===== src/hdl/atg_pkg.sv =====
`timescale 1ns / 1ps
// ----------------------------------------------------------------------------
// atg_pkg
// shared types, constants and float helpers of the arange tile generator
// ----------------------------------------------------------------------------
package atg_pkg;

  localparam int unsigned ElementsPerTileDef = 32;
  localparam int unsigned PosW = 5;
  localparam int unsigned QueueDepth = 2;

  // configuration register indexes
  localparam logic [1:0] CFG_START  = 2'd0;
  localparam logic [1:0] CFG_STEP   = 2'd1;
  localparam logic [1:0] CFG_FORMAT = 2'd2;
  localparam logic [1:0] CFG_EBYTES = 2'd3;

  // output formats
  localparam logic [1:0] FMT_BF16  = 2'd0;
  localparam logic [1:0] FMT_INT32 = 2'd1;
  localparam logic [1:0] FMT_FP32  = 2'd2;

  localparam logic [31:0] START_RST  = 32'h0000_0000;
  localparam logic [31:0] STEP_RST   = 32'h3F80_0000;
  localparam logic [1:0]  FORMAT_RST = FMT_FP32;
  localparam logic [3:0]  EBYTES_RST = 4'd4;

  localparam logic [31:0] QNAN32 = 32'h7FC0_0000;
  localparam logic [15:0] QNAN16 = 16'h7FC0;

  typedef enum logic [1:0] {
    KIND_NUM,
    KIND_ZERO,
    KIND_INF,
    KIND_NAN
  } kind_e;

  typedef struct packed {
    logic [31:0] base;
    logic [31:0] offset;
  } job_t;

  typedef struct packed {
    logic [PosW-1:0] pos;
    logic [31:0]     offset;
    logic            last;
  } side_t;

  typedef struct packed {
    logic               sgn;
    logic signed [12:0] e;
    logic [23:0]        m;
  } fp_t;

  // leading zero count, 64 when all zero
  function automatic logic [6:0] lzc64(input logic [63:0] v);
    logic [6:0] c;
    logic       found;
    c = 7'd64;
    found = 1'b0;
    for (int i = 63; i >= 0; i--) begin
      if (!found && v[i]) begin
        c = 7'(63 - i);
        found = 1'b1;
      end
    end
    return c;
  endfunction

  // value = m * 2^(e-23)
  function automatic fp_t unpack(input logic [31:0] f);
    fp_t r;
    r.sgn = f[31];
    r.m   = {(f[30:23] != 8'd0), f[22:0]};
    r.e   = (f[30:23] == 8'd0) ? -13'sd126 : 13'(signed'({5'd0, f[30:23]})) - 13'sd127;
    return r;
  endfunction

  // normalized n (leading one at bit 63) with biased exponent be, rounded to nearest even
  function automatic logic [31:0] round_pack(input logic sgn, input logic signed [12:0] be,
                                             input logic [63:0] n);
    logic [63:0] n2;
    logic [12:0] amt;
    logic        stk;
    logic [7:0]  expb;
    logic [23:0] mant;
    logic        g;
    logic        s;
    logic        inc;
    logic [31:0] word;
    logic [31:0] res;
    n2 = n;
    stk = 1'b0;
    expb = 8'd0;
    amt = 13'd0;
    if (be < 13'sd1) begin
      // subnormal result
      amt = 13'(13'sd1 - be);
      if (amt >= 13'd64) begin
        n2 = 64'd0;
        stk = |n;
      end else begin
        n2 = n >> amt[5:0];
        stk = |(n & ~({64{1'b1}} << amt[5:0]));
      end
    end else begin
      expb = be[7:0] - 8'd1;
    end
    mant = n2[63:40];
    g = n2[39];
    s = (|n2[38:0]) | stk;
    inc = g & (s | mant[0]);
    word = {1'b0, expb, 23'd0} + {8'd0, mant} + {31'd0, inc};
    if (n == 64'd0) begin
      res = {sgn, 31'd0};
    end else if (be >= 13'sd255) begin
      res = {sgn, 8'hFF, 23'd0};
    end else begin
      res = {sgn, word[30:0]};
    end
    return res;
  endfunction

  function automatic logic [31:0] pack_kind(input kind_e k, input logic sgn,
                                            input logic signed [12:0] be, input logic [63:0] n);
    logic [31:0] r;
    unique case (k)
      KIND_NUM:  r = round_pack(sgn, be, n);
      KIND_ZERO: r = {sgn, 31'd0};
      KIND_INF:  r = {sgn, 8'hFF, 23'd0};
      KIND_NAN:  r = QNAN32;
      default:   r = QNAN32;
    endcase
    return r;
  endfunction

  function automatic logic [31:0] encode(input logic [1:0] fmt, input logic [31:0] f);
    logic        nan;
    logic [7:0]  e;
    logic [31:0] m32;
    logic [31:0] mag;
    logic [31:0] ival;
    logic [31:0] r;
    nan = (&f[30:23]) && (|f[22:0]);
    e = f[30:23];
    m32 = {8'd0, 1'b1, f[22:0]};
    mag = 32'd0;
    if (e >= 8'd150) begin
      mag = m32 << 3'(e - 8'd150);
    end else if (e >= 8'd127) begin
      mag = m32 >> 5'(8'd150 - e);
    end
    if (nan) begin
      ival = 32'd0;
    end else if (e >= 8'd158) begin
      ival = f[31] ? 32'h8000_0000 : 32'h7FFF_FFFF;
    end else begin
      ival = f[31] ? (~mag + 32'd1) : mag;
    end
    unique case (fmt)
      FMT_BF16:  r = {16'd0, nan ? QNAN16 : f[31:16]};
      FMT_INT32: r = ival;
      FMT_FP32:  r = nan ? QNAN32 : f;
      default:   r = nan ? QNAN32 : f;
    endcase
    return r;
  endfunction

endpackage


===== src/hdl/atg_front.sv =====
`timescale 1ns / 1ps
// ----------------------------------------------------------------------------
// atg_front
// takes tile requests, works out element base index and byte offset
// ----------------------------------------------------------------------------
module atg_front #(
  parameter int unsigned ELEMENTS_PER_TILE = atg_pkg::ElementsPerTileDef
) (
  input  logic          in_valid_i,
  output logic          in_stall_o,
  input  logic [25:0]   tile_index_i,
  input  logic [3:0]    element_bytes_i,
  output logic          push_o,
  output atg_pkg::job_t job_o,
  input  logic          full_i
);
  import atg_pkg::*;

  logic [31:0] base;

  assign base       = 32'({6'd0, tile_index_i} * 32'(ELEMENTS_PER_TILE));
  assign job_o.base   = base;
  assign job_o.offset = 32'(base * {28'd0, element_bytes_i});
  assign in_stall_o = full_i;
  assign push_o     = in_valid_i && !full_i;

endmodule


===== src/hdl/atg_queue.sv =====
`timescale 1ns / 1ps
// ----------------------------------------------------------------------------
// atg_queue
// short queue of tile jobs between front and back
// ----------------------------------------------------------------------------
module atg_queue (
  input  logic          clk_i,
  input  logic          rst_ni,
  input  logic          push_i,
  input  atg_pkg::job_t job_i,
  output logic          full_o,
  input  logic          pop_i,
  output logic          valid_o,
  output atg_pkg::job_t job_o
);
  import atg_pkg::*;

  localparam int unsigned AW = (QueueDepth > 1) ? $clog2(QueueDepth) : 1;
  localparam int unsigned CW = $clog2(QueueDepth + 1);

  job_t          mem_q [QueueDepth];
  logic [AW-1:0] wr_q, wr_d, rd_q, rd_d;
  logic [CW-1:0] cnt_q, cnt_d;

  assign full_o  = (cnt_q == CW'(QueueDepth));
  assign valid_o = (cnt_q != '0);
  assign job_o   = mem_q[rd_q];

  always_comb begin
    wr_d = wr_q;
    rd_d = rd_q;
    cnt_d = cnt_q;
    if (push_i) begin
      wr_d = (wr_q == AW'(QueueDepth - 1)) ? '0 : wr_q + AW'(1);
    end
    if (pop_i) begin
      rd_d = (rd_q == AW'(QueueDepth - 1)) ? '0 : rd_q + AW'(1);
    end
    if (push_i && !pop_i) begin
      cnt_d = cnt_q + CW'(1);
    end else if (!push_i && pop_i) begin
      cnt_d = cnt_q - CW'(1);
    end
  end

  always_ff @(posedge clk_i or negedge rst_ni) begin
    if (!rst_ni) begin
      wr_q <= '0;
      rd_q <= '0;
      cnt_q <= '0;
    end else begin
      wr_q <= wr_d;
      rd_q <= rd_d;
      cnt_q <= cnt_d;
    end
  end

  always_ff @(posedge clk_i) begin
    if (push_i) begin
      mem_q[wr_q] <= job_i;
    end
  end

endmodule


===== src/hdl/atg_back.sv =====
`timescale 1ns / 1ps
// ----------------------------------------------------------------------------
// atg_back
// element sequencer and float pipeline: convert, multiply, add, encode
// ----------------------------------------------------------------------------
module atg_back #(
  parameter int unsigned ELEMENTS_PER_TILE = atg_pkg::ElementsPerTileDef
) (
  input  logic                     clk_i,
  input  logic                     rst_ni,
  input  logic                     job_valid_i,
  input  atg_pkg::job_t            job_i,
  output logic                     job_pop_o,
  input  logic [31:0]              start_bits_i,
  input  logic [31:0]              step_bits_i,
  input  logic [1:0]               fmt_i,
  output logic                     out_valid_o,
  input  logic                     out_stall_i,
  output logic [31:0]              element_value_o,
  output logic [atg_pkg::PosW-1:0] element_position_o,
  output logic [31:0]              byte_offset_o,
  output logic                     last_o
);
  import atg_pkg::*;

  localparam int unsigned WW = (ELEMENTS_PER_TILE > 1) ? $clog2(ELEMENTS_PER_TILE) : 1;

  logic          en, issue, w_last;
  logic [WW-1:0] w_q, w_d;

  // stage registers
  logic v1_q, v2_q, v3_q, v4_q, v5_q, v6_q, v7_q, v8_q, vo_q;
  side_t sd1_q, sd2_q, sd3_q, sd4_q, sd5_q, sd6_q, sd7_q, sd8_q, sdo_q;
  logic [31:0] idx1_q;
  logic [63:0] n2_q, n5_q, n8_q;
  logic signed [12:0] be2_q, be5_q, be8_q;
  logic sgn2_q, sgn4_q, sgn5_q, sgn7_q, sgn8_q;
  logic [31:0] x3_q, prod6_q, val_q;
  logic [47:0] p4_q;
  logic signed [12:0] e4_q, el7_q;
  kind_e k4_q, k5_q, k7_q, k8_q;
  logic [50:0] sum7_q;

  // conversion
  logic [31:0] mag;
  logic [63:0] c_n0;
  logic [6:0]  c_lz;

  // multiply
  fp_t  ua, ub;
  logic a_nan, a_inf, a_zero, b_nan, b_inf, b_zero;
  kind_e m_kind;

  logic [63:0] m_n0;
  logic [6:0]  m_lz;

  // add
  fp_t  pa, pb, fl, fs;
  logic pa_nan, pa_inf, pb_nan, pb_inf, swap, sub, stk;
  logic [12:0] d;
  logic [49:0] big, sm, al;
  logic [50:0] sum;
  kind_e a_kind;
  logic a_sgn;

  logic [63:0] s_n0;
  logic [6:0]  s_lz;

  assign en        = !vo_q || !out_stall_i;
  assign w_last    = (w_q == WW'(ELEMENTS_PER_TILE - 1));
  assign issue     = job_valid_i && en;
  assign job_pop_o = issue && w_last;

  always_comb begin
    w_d = w_q;
    if (issue) begin
      w_d = w_last ? '0 : w_q + WW'(1);
    end
  end

  // convert index to float
  assign mag  = idx1_q[31] ? (~idx1_q + 32'd1) : idx1_q;
  assign c_n0 = {mag, 32'd0};
  assign c_lz = lzc64(c_n0);

  // multiply step by index
  always_comb begin
    ua = unpack(step_bits_i);
    ub = unpack(x3_q);
    a_nan  = (&step_bits_i[30:23]) && (|step_bits_i[22:0]);
    a_inf  = (&step_bits_i[30:23]) && !(|step_bits_i[22:0]);
    a_zero = (step_bits_i[30:0] == 31'd0);
    b_nan  = (&x3_q[30:23]) && (|x3_q[22:0]);
    b_inf  = (&x3_q[30:23]) && !(|x3_q[22:0]);
    b_zero = (x3_q[30:0] == 31'd0);
    priority if (a_nan || b_nan || (a_inf && b_zero) || (b_inf && a_zero)) begin
      m_kind = KIND_NAN;
    end else if (a_inf || b_inf) begin
      m_kind = KIND_INF;
    end else if (a_zero || b_zero) begin
      m_kind = KIND_ZERO;
    end else begin
      m_kind = KIND_NUM;
    end
  end

  assign m_n0 = {p4_q, 16'd0};
  assign m_lz = lzc64(m_n0);

  // add start
  always_comb begin
    pa = unpack(prod6_q);
    pb = unpack(start_bits_i);
    pa_nan = (&prod6_q[30:23]) && (|prod6_q[22:0]);
    pa_inf = (&prod6_q[30:23]) && !(|prod6_q[22:0]);
    pb_nan = (&start_bits_i[30:23]) && (|start_bits_i[22:0]);
    pb_inf = (&start_bits_i[30:23]) && !(|start_bits_i[22:0]);
    swap = (start_bits_i[30:0] > prod6_q[30:0]);
    fl = swap ? pb : pa;
    fs = swap ? pa : pb;
    sub = fl.sgn ^ fs.sgn;
    d = 13'(fl.e - fs.e);
    big = {fl.m, 26'd0};
    sm  = {fs.m, 26'd0};
    if (d >= 13'd50) begin
      al = 50'd0;
      stk = |fs.m;
    end else begin
      al = sm >> d[5:0];
      stk = |(sm & ~({50{1'b1}} << d[5:0]));
    end
    al[0] = al[0] | stk;
    sum = sub ? ({1'b0, big} - {1'b0, al}) : ({1'b0, big} + {1'b0, al});
    a_sgn = fl.sgn;
    priority if (pa_nan || pb_nan || (pa_inf && pb_inf && sub)) begin
      a_kind = KIND_NAN;
    end else if (pa_inf || pb_inf) begin
      a_kind = KIND_INF;
      a_sgn = pa_inf ? pa.sgn : pb.sgn;
    end else if (sum == 51'd0) begin
      a_kind = KIND_ZERO;
      a_sgn = sub ? 1'b0 : fl.sgn;
    end else begin
      a_kind = KIND_NUM;
    end
  end

  assign s_n0 = {sum7_q, 13'd0};
  assign s_lz = lzc64(s_n0);

  always_ff @(posedge clk_i or negedge rst_ni) begin
    if (!rst_ni) begin
      w_q <= '0;
      v1_q <= 1'b0;
      v2_q <= 1'b0;
      v3_q <= 1'b0;
      v4_q <= 1'b0;
      v5_q <= 1'b0;
      v6_q <= 1'b0;
      v7_q <= 1'b0;
      v8_q <= 1'b0;
      vo_q <= 1'b0;
    end else begin
      w_q <= w_d;
      if (en) begin
        v1_q <= issue;
        v2_q <= v1_q;
        v3_q <= v2_q;
        v4_q <= v3_q;
        v5_q <= v4_q;
        v6_q <= v5_q;
        v7_q <= v6_q;
        v8_q <= v7_q;
        vo_q <= v8_q;
      end
    end
  end

  always_ff @(posedge clk_i) begin
    if (en) begin
      idx1_q <= job_i.base + 32'(w_q);
      sd1_q <= '{pos: PosW'(w_q), offset: job_i.offset, last: w_last};

      n2_q <= c_n0 << c_lz;
      be2_q <= 13'sd158 - 13'(signed'({6'd0, c_lz}));
      sgn2_q <= idx1_q[31];
      sd2_q <= sd1_q;

      x3_q <= round_pack(sgn2_q, be2_q, n2_q);
      sd3_q <= sd2_q;

      p4_q <= ua.m * ub.m;
      e4_q <= ua.e + ub.e;
      sgn4_q <= step_bits_i[31] ^ x3_q[31];
      k4_q <= m_kind;
      sd4_q <= sd3_q;

      n5_q <= m_n0 << m_lz;
      be5_q <= e4_q + 13'sd128 - 13'(signed'({6'd0, m_lz}));
      sgn5_q <= sgn4_q;
      k5_q <= k4_q;
      sd5_q <= sd4_q;

      prod6_q <= pack_kind(k5_q, sgn5_q, be5_q, n5_q);
      sd6_q <= sd5_q;

      sum7_q <= sum;
      el7_q <= fl.e;
      sgn7_q <= a_sgn;
      k7_q <= a_kind;
      sd7_q <= sd6_q;

      n8_q <= s_n0 << s_lz;
      be8_q <= el7_q + 13'sd128 - 13'(signed'({6'd0, s_lz}));
      sgn8_q <= sgn7_q;
      k8_q <= k7_q;
      sd8_q <= sd7_q;

      val_q <= encode(fmt_i, pack_kind(k8_q, sgn8_q, be8_q, n8_q));
      sdo_q <= sd8_q;
    end
  end

  assign out_valid_o        = vo_q;
  assign element_value_o    = val_q;
  assign element_position_o = sdo_q.pos;
  assign byte_offset_o      = sdo_q.offset;
  assign last_o             = sdo_q.last;

endmodule


===== src/hdl/arange_tile_generator_unit.sv =====
`timescale 1ns / 1ps
// ----------------------------------------------------------------------------
// arange_tile_generator_unit
// emits the elements of one arange tile per request: step * index + start
// ----------------------------------------------------------------------------
// throughput: one element per cycle while the output is not stalled, set by
//   the single element sequencer feeding the nine-stage float pipeline
// a two-entry job queue lets new tiles be taken while results wait
// reset: asynchronous, active low; clears queue, sequencer, pipeline valids and
//   loads the register defaults (start 0.0, step 1.0, float32, 4 bytes)
module arange_tile_generator_unit #(
  parameter int unsigned ELEMENTS_PER_TILE = atg_pkg::ElementsPerTileDef
) (
  input  logic                     clk_i,
  input  logic                     rst_ni,
  // configuration writes
  input  logic                     cfg_we_i,
  input  logic [1:0]               cfg_idx_i,
  input  logic [31:0]              cfg_data_i,
  // tile request channel
  input  logic                     in_valid_i,
  output logic                     in_stall_o,
  input  logic [25:0]              tile_index_i,
  // element channel
  output logic                     out_valid_o,
  input  logic                     out_stall_i,
  output logic [31:0]              element_value_o,
  output logic [atg_pkg::PosW-1:0] element_position_o,
  output logic [31:0]              byte_offset_o,
  output logic                     last_o
);
  import atg_pkg::*;

  // configuration registers
  logic [31:0] start_q, step_q;
  logic [1:0]  fmt_q;
  logic [3:0]  ebytes_q;

  // front to queue
  logic push, full;
  job_t job_in;

  // queue to back
  logic job_valid, job_pop;
  job_t job_head;

  always_ff @(posedge clk_i or negedge rst_ni) begin
    if (!rst_ni) begin
      start_q <= START_RST;
      step_q <= STEP_RST;
      fmt_q <= FORMAT_RST;
      ebytes_q <= EBYTES_RST;
    end else if (cfg_we_i) begin
      unique case (cfg_idx_i)
        CFG_START:  start_q <= cfg_data_i;
        CFG_STEP:   step_q <= cfg_data_i;
        CFG_FORMAT: fmt_q <= cfg_data_i[1:0];
        CFG_EBYTES: ebytes_q <= cfg_data_i[3:0];
        default: ;
      endcase
    end
  end

  // front: request transfer, base index and byte offset of the tile
  atg_front #(
    .ELEMENTS_PER_TILE(ELEMENTS_PER_TILE)
  ) u_front (
    .in_valid_i     (in_valid_i),
    .in_stall_o     (in_stall_o),
    .tile_index_i   (tile_index_i),
    .element_bytes_i(ebytes_q),
    .push_o         (push),
    .job_o          (job_in),
    .full_i         (full)
  );

  // decouples the request side from the element stream
  atg_queue u_queue (
    .clk_i  (clk_i),
    .rst_ni (rst_ni),
    .push_i (push),
    .job_i  (job_in),
    .full_o (full),
    .pop_i  (job_pop),
    .valid_o(job_valid),
    .job_o  (job_head)
  );

  // back: walks the elements of the head job through the float pipeline
  atg_back #(
    .ELEMENTS_PER_TILE(ELEMENTS_PER_TILE)
  ) u_back (
    .clk_i             (clk_i),
    .rst_ni            (rst_ni),
    .job_valid_i       (job_valid),
    .job_i             (job_head),
    .job_pop_o         (job_pop),
    .start_bits_i      (start_q),
    .step_bits_i       (step_q),
    .fmt_i             (fmt_q),
    .out_valid_o       (out_valid_o),
    .out_stall_i       (out_stall_i),
    .element_value_o   (element_value_o),
    .element_position_o(element_position_o),
    .byte_offset_o     (byte_offset_o),
    .last_o            (last_o)
  );

endmodule


===== config.mk =====
export PLATFORM = sky130hd
export DESIGN_NAME = arange_tile_generator_unit
export DESIGN_NICKNAME = d
export VERILOG_FILES = /design/src/hdl/atg_pkg.sv /design/src/hdl/atg_front.sv /design/src/hdl/atg_queue.sv /design/src/hdl/atg_back.sv /design/src/hdl/arange_tile_generator_unit.sv
export SDC_FILE = /design/constraint.sdc
export NUM_CORES = 2
export LEC_CHECK = 0
export ABC_AREA = 1
export BUFFER_PORTS_ARGS = -buffer_cell sky130_fd_sc_hd__buf_2
export CORE_ASPECT_RATIO = 1.25
export CORE_MARGIN = 2
export CORE_UTILIZATION = 50
export CTS_CLUSTER_SIZE = 20
export DETAILED_ROUTE_END_ITERATION = 6
export PLACE_DENSITY_LB_ADDON = 0.08
export SLEW_MARGIN = 0
export SYNTH_ARGS = -nofsm -noshare
export SYNTH_HDL_FRONTEND = slang
export SYNTH_SLANG_ARGS = --single-unit

===== constraint.sdc =====
create_clock -name clk_i -period 25.6 [get_ports clk_i]
set_input_delay 1.28 -clock clk_i [delete_from_list [all_inputs] [get_ports clk_i]]
set_output_delay 1.28 -clock clk_i [all_outputs]
set_load 0.03 [all_outputs]

Yosys cells after proc, flatten, opt, wreduce, memory -nomap -nowiden
Memory sizes are Yosys's and may differ from the RTL's.
Cells that the tools add are included.
{ "word_totals": {"regBits": 927, "ramBits": 106, "inputBits": 65, "out_inout_bits": 72, "mem_count": 1} }
{ "memory_table": {"columns": ["name", "depth", "word_bits", "rd", "rd_clocked_by_memory_dff", "wr", "line_no", "text"], "rows": [
  ["u_queue.mem_q", 2, 53, 1, 0, 1, "atg_queue.sv:21", "job_t mem_q [QueueDepth];"]
]} }
{ "classes": {"addsub": 35, "n_mul": 2, "n_lt_le_gt_ge": 14, "n_eq_ne": 12, "n_shift": 13, "mux": 333, "bitwise_logic": 22, "n_reduce_logical": 340} }
{ "ops": {"columns": ["op", "n"], "rows": [
  ["$mux W7", 131],
  ["$mux W64", 11],
  ["$reduce_or A64 Y1", 6],
  ["$mux W32", 10],
  ["$pmux W32 S4", 2],
  ["$and A64 B64 Y64", 3],
  ["$logic_not A64 Y1", 3],
  ["$not A64 Y64", 3],
  ["$shl A64 B6 Y64 const A", 3],
  ["$shl A64 B7 Y64", 3],
  ["$shr A64 B6 Y64", 3],
  ["$mux W31", 5],
  ["$mux W1", 153],
  ["$logic_and A1 B1 Y1", 146],
  ["$logic_not A1 Y1", 137],
  ["$reduce_or A39 Y1", 3],
  ["$reduce_or A23 Y1", 5],
  ["$add A31 B1 Y31", 3],
  ["$add A31 B24 Y31", 3],
  ["$mux W38", 2],
  ["$add A32 B1 Y32 const B", 2],
  ["$mux W8", 8],
  ["$not A32 Y32", 2],
  ["$pmux W32 S2", 1],
  ["56 further kinds", 123]
]} }

Logic depth before layout (Yosys ltp)
{ "depth": {"depth_word": 152, "ltp_mapped": 68, "depth_no_buf": 65} }

By module
From an unflattened synthesis, not the netlist that was laid out.
{ "hier_totals": {"cells_unflattened": 12393, "area_unflattened_um2": 93231.9} }
{ "modules_own_cells": {"columns": ["mod", "instances", "cells_per_inst", "area_per_inst_um2", "seq_area_each_um2"], "rows": [
  ["atg_back", 1, 11121, 81131.6, 23442.5],
  ["atg_queue", 1, 224, 5031.1, 3943.8],
  ["atg_front", 1, 736, 4165.2, 0.0],
  ["arange_tile_generator_unit", 1, 312, 2904.0, 1762.9]
]} }

Least setup slack after synthesis
Ideal clock, no wire load.
{ "synth_timing": {"kind": "input to register", "from": "in out_stall_i", "to": "reg u_back.v3_q", "setup_ns": 0.911, "arrival_time_ns": 21.577, "t_required_ns": 24.689, "path_slack_ns": 3.113, "path_stages": 3, "path_buffers": 1, "cell_sequence": "nand2_1 > clkbuf_1 > a21oi_1"} }
{ "synth_via": {"elab_chain_len": 2} }
{ "synth_lines": {"columns": ["item", "line_no", "text"], "rows": [
  ["start: declaration", "arange_tile_generator_unit.sv:26", "input logic out_stall_i,"],
  ["$logic_not A1 Y1", "atg_back.sv:69", "assign en = !vo_q || !out_stall_i;"],
  ["$logic_or A1 B1 Y1", "atg_back.sv:69", null],
  ["end signal: assignment", "atg_back.sv:168", "v3_q <= v2_q;"],
  ["end: declaration", "atg_back.sv:32", "logic v1_q, v2_q, v3_q, v4_q, v5_q, v6_q, v7_q, v8_q, vo_q;"]
]} }
Every way passes these cells.
A chain may end at the register's enable or synchronous reset.

==> flow_summary.toml <==
[finish]
multi_input_area_sq_um = 51100
area_growth_pct = 6.38
fin_util = 0.534
fillerInstances = 16890
area.sequential_sq_um = 26900
drive_gt1_frac = 0.0565
final_nets = 12440

[yosys]
synth_fa_ha_area_frac = 0.178
yosys_register_bits = 910
synth_area_leaders = "edfxtp_1 28%, nand2_1 14%, fa_1 12%"
synth_common_cells = "3,291 x nand2_1, 1,738 x inv_1, 998 x nand3_1"
yosysMostFrequentCell = "nand2_1"
synth_top_family_by_area = "simple AND/OR/NAND/NOR gates"
async_flop_share = 0.0967
synth_compound_area_frac = 0.104
yosysWarningCount = 0
ys_seq_area_frac = 0.309
synth-xor-area-share = 0.0166
syn_area_sq_um = 87000
synthCells = 11629
synth_ff_type = "edfxtp_1"
synth_area_per_cell_sq_um = 7.48
yosysTopAreaCellShare = 0.284
synthSimpleGateAreaFrac = 0.277
synthMuxAreaShare = 0.0109
synth_edf_count = 822
synth.distinct_cells = 90
yosysTopAreaCell = "edfxtp_1"

[global_routing]
grt_remaining_overflow = 0
grtUsageTotal = 0.328
met2_usage = 0.579
antenna_found_initial = 7
grt_pass1_vias = 77455
grt_pass1_wl_mm = 450
gr-usage-met1 = 0.380
grt_max_degree = 154
busiest_layer = "met2"
grt_use_met3 = 0.0366

[timing]
max_clock_freq_ghz = 0.0891
period_share = 0.438
final.setup.tns_ns = 0
finalHoldViolCount = 0
fin_worst_skew_ns = 0.0673
tightest_slew_ns = 1.41
rsz0062_at_grt = "no"
slew_violations = 0
period_minus_slack_ns = 11.22
holdWs_ns = 0.358
setup_viol = 0
max_slew_margin = 0.0598

[clock_tree]
insertion_delay_ns = 0.78
clockBufferDepth = 3
clockRootBuffer = "clkbuf_16"
cts_hold_buf = 0
post_cts_buffers = 0
cts_inserted_buffers = 95
htreeDepth = 3
clock_sinks = 910
clk_pin_slew_ns = 0.07
cts_resized = 0
cts_tree = "done"

[floorplanning]
dieWidth_um = 377
dieArea_sq_um = 177000
ios = 137
fp.dieH_um = 470
start_util = 0.502
core_area_sq_um = 173000
num_rows = 171

[place]
io_buffers = 131
gp_congestion = 1.02
place_hpwl_mm = 230

[outcome]
status = "finished with violations"
violations = "design-rule violations"

[drt]
vias = 79034
vias_per_cell = 5.73
drtAntennaViolNets = 0
drc = 3
first_iter_violations = 7168
first_pass_iters = 7
wl_per_cell_um = 21.4
drt-total-wl_mm = 295

[critical_path]
crit_fanout = 95
crit_path_start_kind = "flip-flop"
crit_required_ns = 26.06
cp-end-kind = "flip-flop"
crit_arrival_ns = 11.68
crit_top_cell = "nand2_1"
crit_slowest_cell = "clkinv_1"
path_class = "reg2reg"
max_stage_delay_ns = 0.66

[flow_run]
maxCapViolCount = 0

[worst_hold_path]
hold_path_class = "reg2reg"
## flip-flops by register name, indices dropped and copies added, names as in the netlist, 48 cells and up
signal and count:
u_back.n8_q 51, u_back.p4_q 48, u_back.sum7_q 51, u_back.n5_q 48, u_queue.mem_q 106
## layout by cell type (no fill, tap or decap), types with 45 or more instances in the layout
| cell type | instances |
|---|---|
| edfxtp_1 | 822 |
| clkbuf_16 | 95 |
| nand2_1 | 3289 |
| fa_1 | 534 |
| nor2_1 | 750 |
| xor2_1 | 122 |
| buf_4 | 130 |
| inv_1 | 1738 |
| or2_2 | 45 |
| nor3_1 | 137 |
| o21ai_0 | 769 |
| nand3_1 | 996 |
| o22ai_1 | 65 |
| a21oi_1 | 337 |
| mux2i_1 | 95 |
| o21ai_1 | 102 |
| ha_1 | 380 |
| nand4_1 | 173 |
| dfrtp_1 | 78 |
| buf_2 | 130 |
| nor4_1 | 74 |
## logic make-up after synthesis
logic type | after synthesis
buffers and inverters | 2318
adders and majority gates | 915
AOI/OAI and AO/OA | 1588
muxes | 95
DFF | 910
and+or+nand+nor | 5639
other | 1
xor gates and xnor gates | 163
## final timing paths
kind | from | end | slack (ns) | depth (start not counted)
max | u_back.prod6_q[1] | u_back.sgn7_q | 14.38 | 61
max reg2reg | u_back.prod6_q[1] | u_back.sgn7_q | 14.38 | 61
min in group asynchronous | rst_ni | step_q[12] | 0.56 | 1
max in group asynchronous | rst_ni | u_queue.rd_q | 23.73 | 2
min reg2reg | u_back.sd8_q[36] | u_back.element_position_o[3] | 0.36 | 0
min | u_back.sd8_q[36] | u_back.element_position_o[3] | 0.36 | 0
## routing by layer
| metal | share of wire | routed length [um] |
|---|---|---|
| met5 | 0.000054 | 16 |
| met4 | 0.068 | 20200 |
| met3 | 0.053 | 15700 |
| met2 | 0.50 | 147000 |
| met1 | 0.38 | 111000 |
## area by class of cell
| type | count | area share |
|---|---|---|
| repair buffers | 261 | 0.0178 |
| flip-flops and latches | 910 | 0.291 |
| clock inverters | 72 | 0.00978 |
| clock buffers | 105 | 0.0261 |
| inverters | 1786 | 0.0726 |
| diodes | 9 | 0.000243 |
| multi-input cells | 8406 | 0.552 |
| well taps | 2249 | 0.0304 |
## worst max-delay path: cells and delay by family (launching register included)
| family | cells | cell delay, ns |
|---|---|---|
| XOR/XNOR | 1 | 0.20 |
| flip-flops | 1 | 0.43 |
| AND/OR/NAND/NOR | 35 | 4.34 |
| AO/OA/AOI/OAI | 13 | 2.21 |
| adder cells (fa/ha/maj) | 4 | 1.32 |
| buffers and inverters | 8 | 2.37 |
## metrics by stage
| step | std cells | cell area, sq um | setup slack [ns] |
|---|---|---|---|
| final | 13798 | 92500 | 14.38 |
| after global routing | 13792 | 92500 | 13.22 |
| after CTS | 13789 | 92500 | 14.47 |
| after detailed placement | 13612 | 89200 | 14.52 |
| after global placement | 13612 | 89200 | 14.67 |
| after floorplan | 11634 | 87000 | 3.11 |
Power is not shown: default switching activity piles up to over one toggle a cycle in this logic, so the estimate is an artifact.
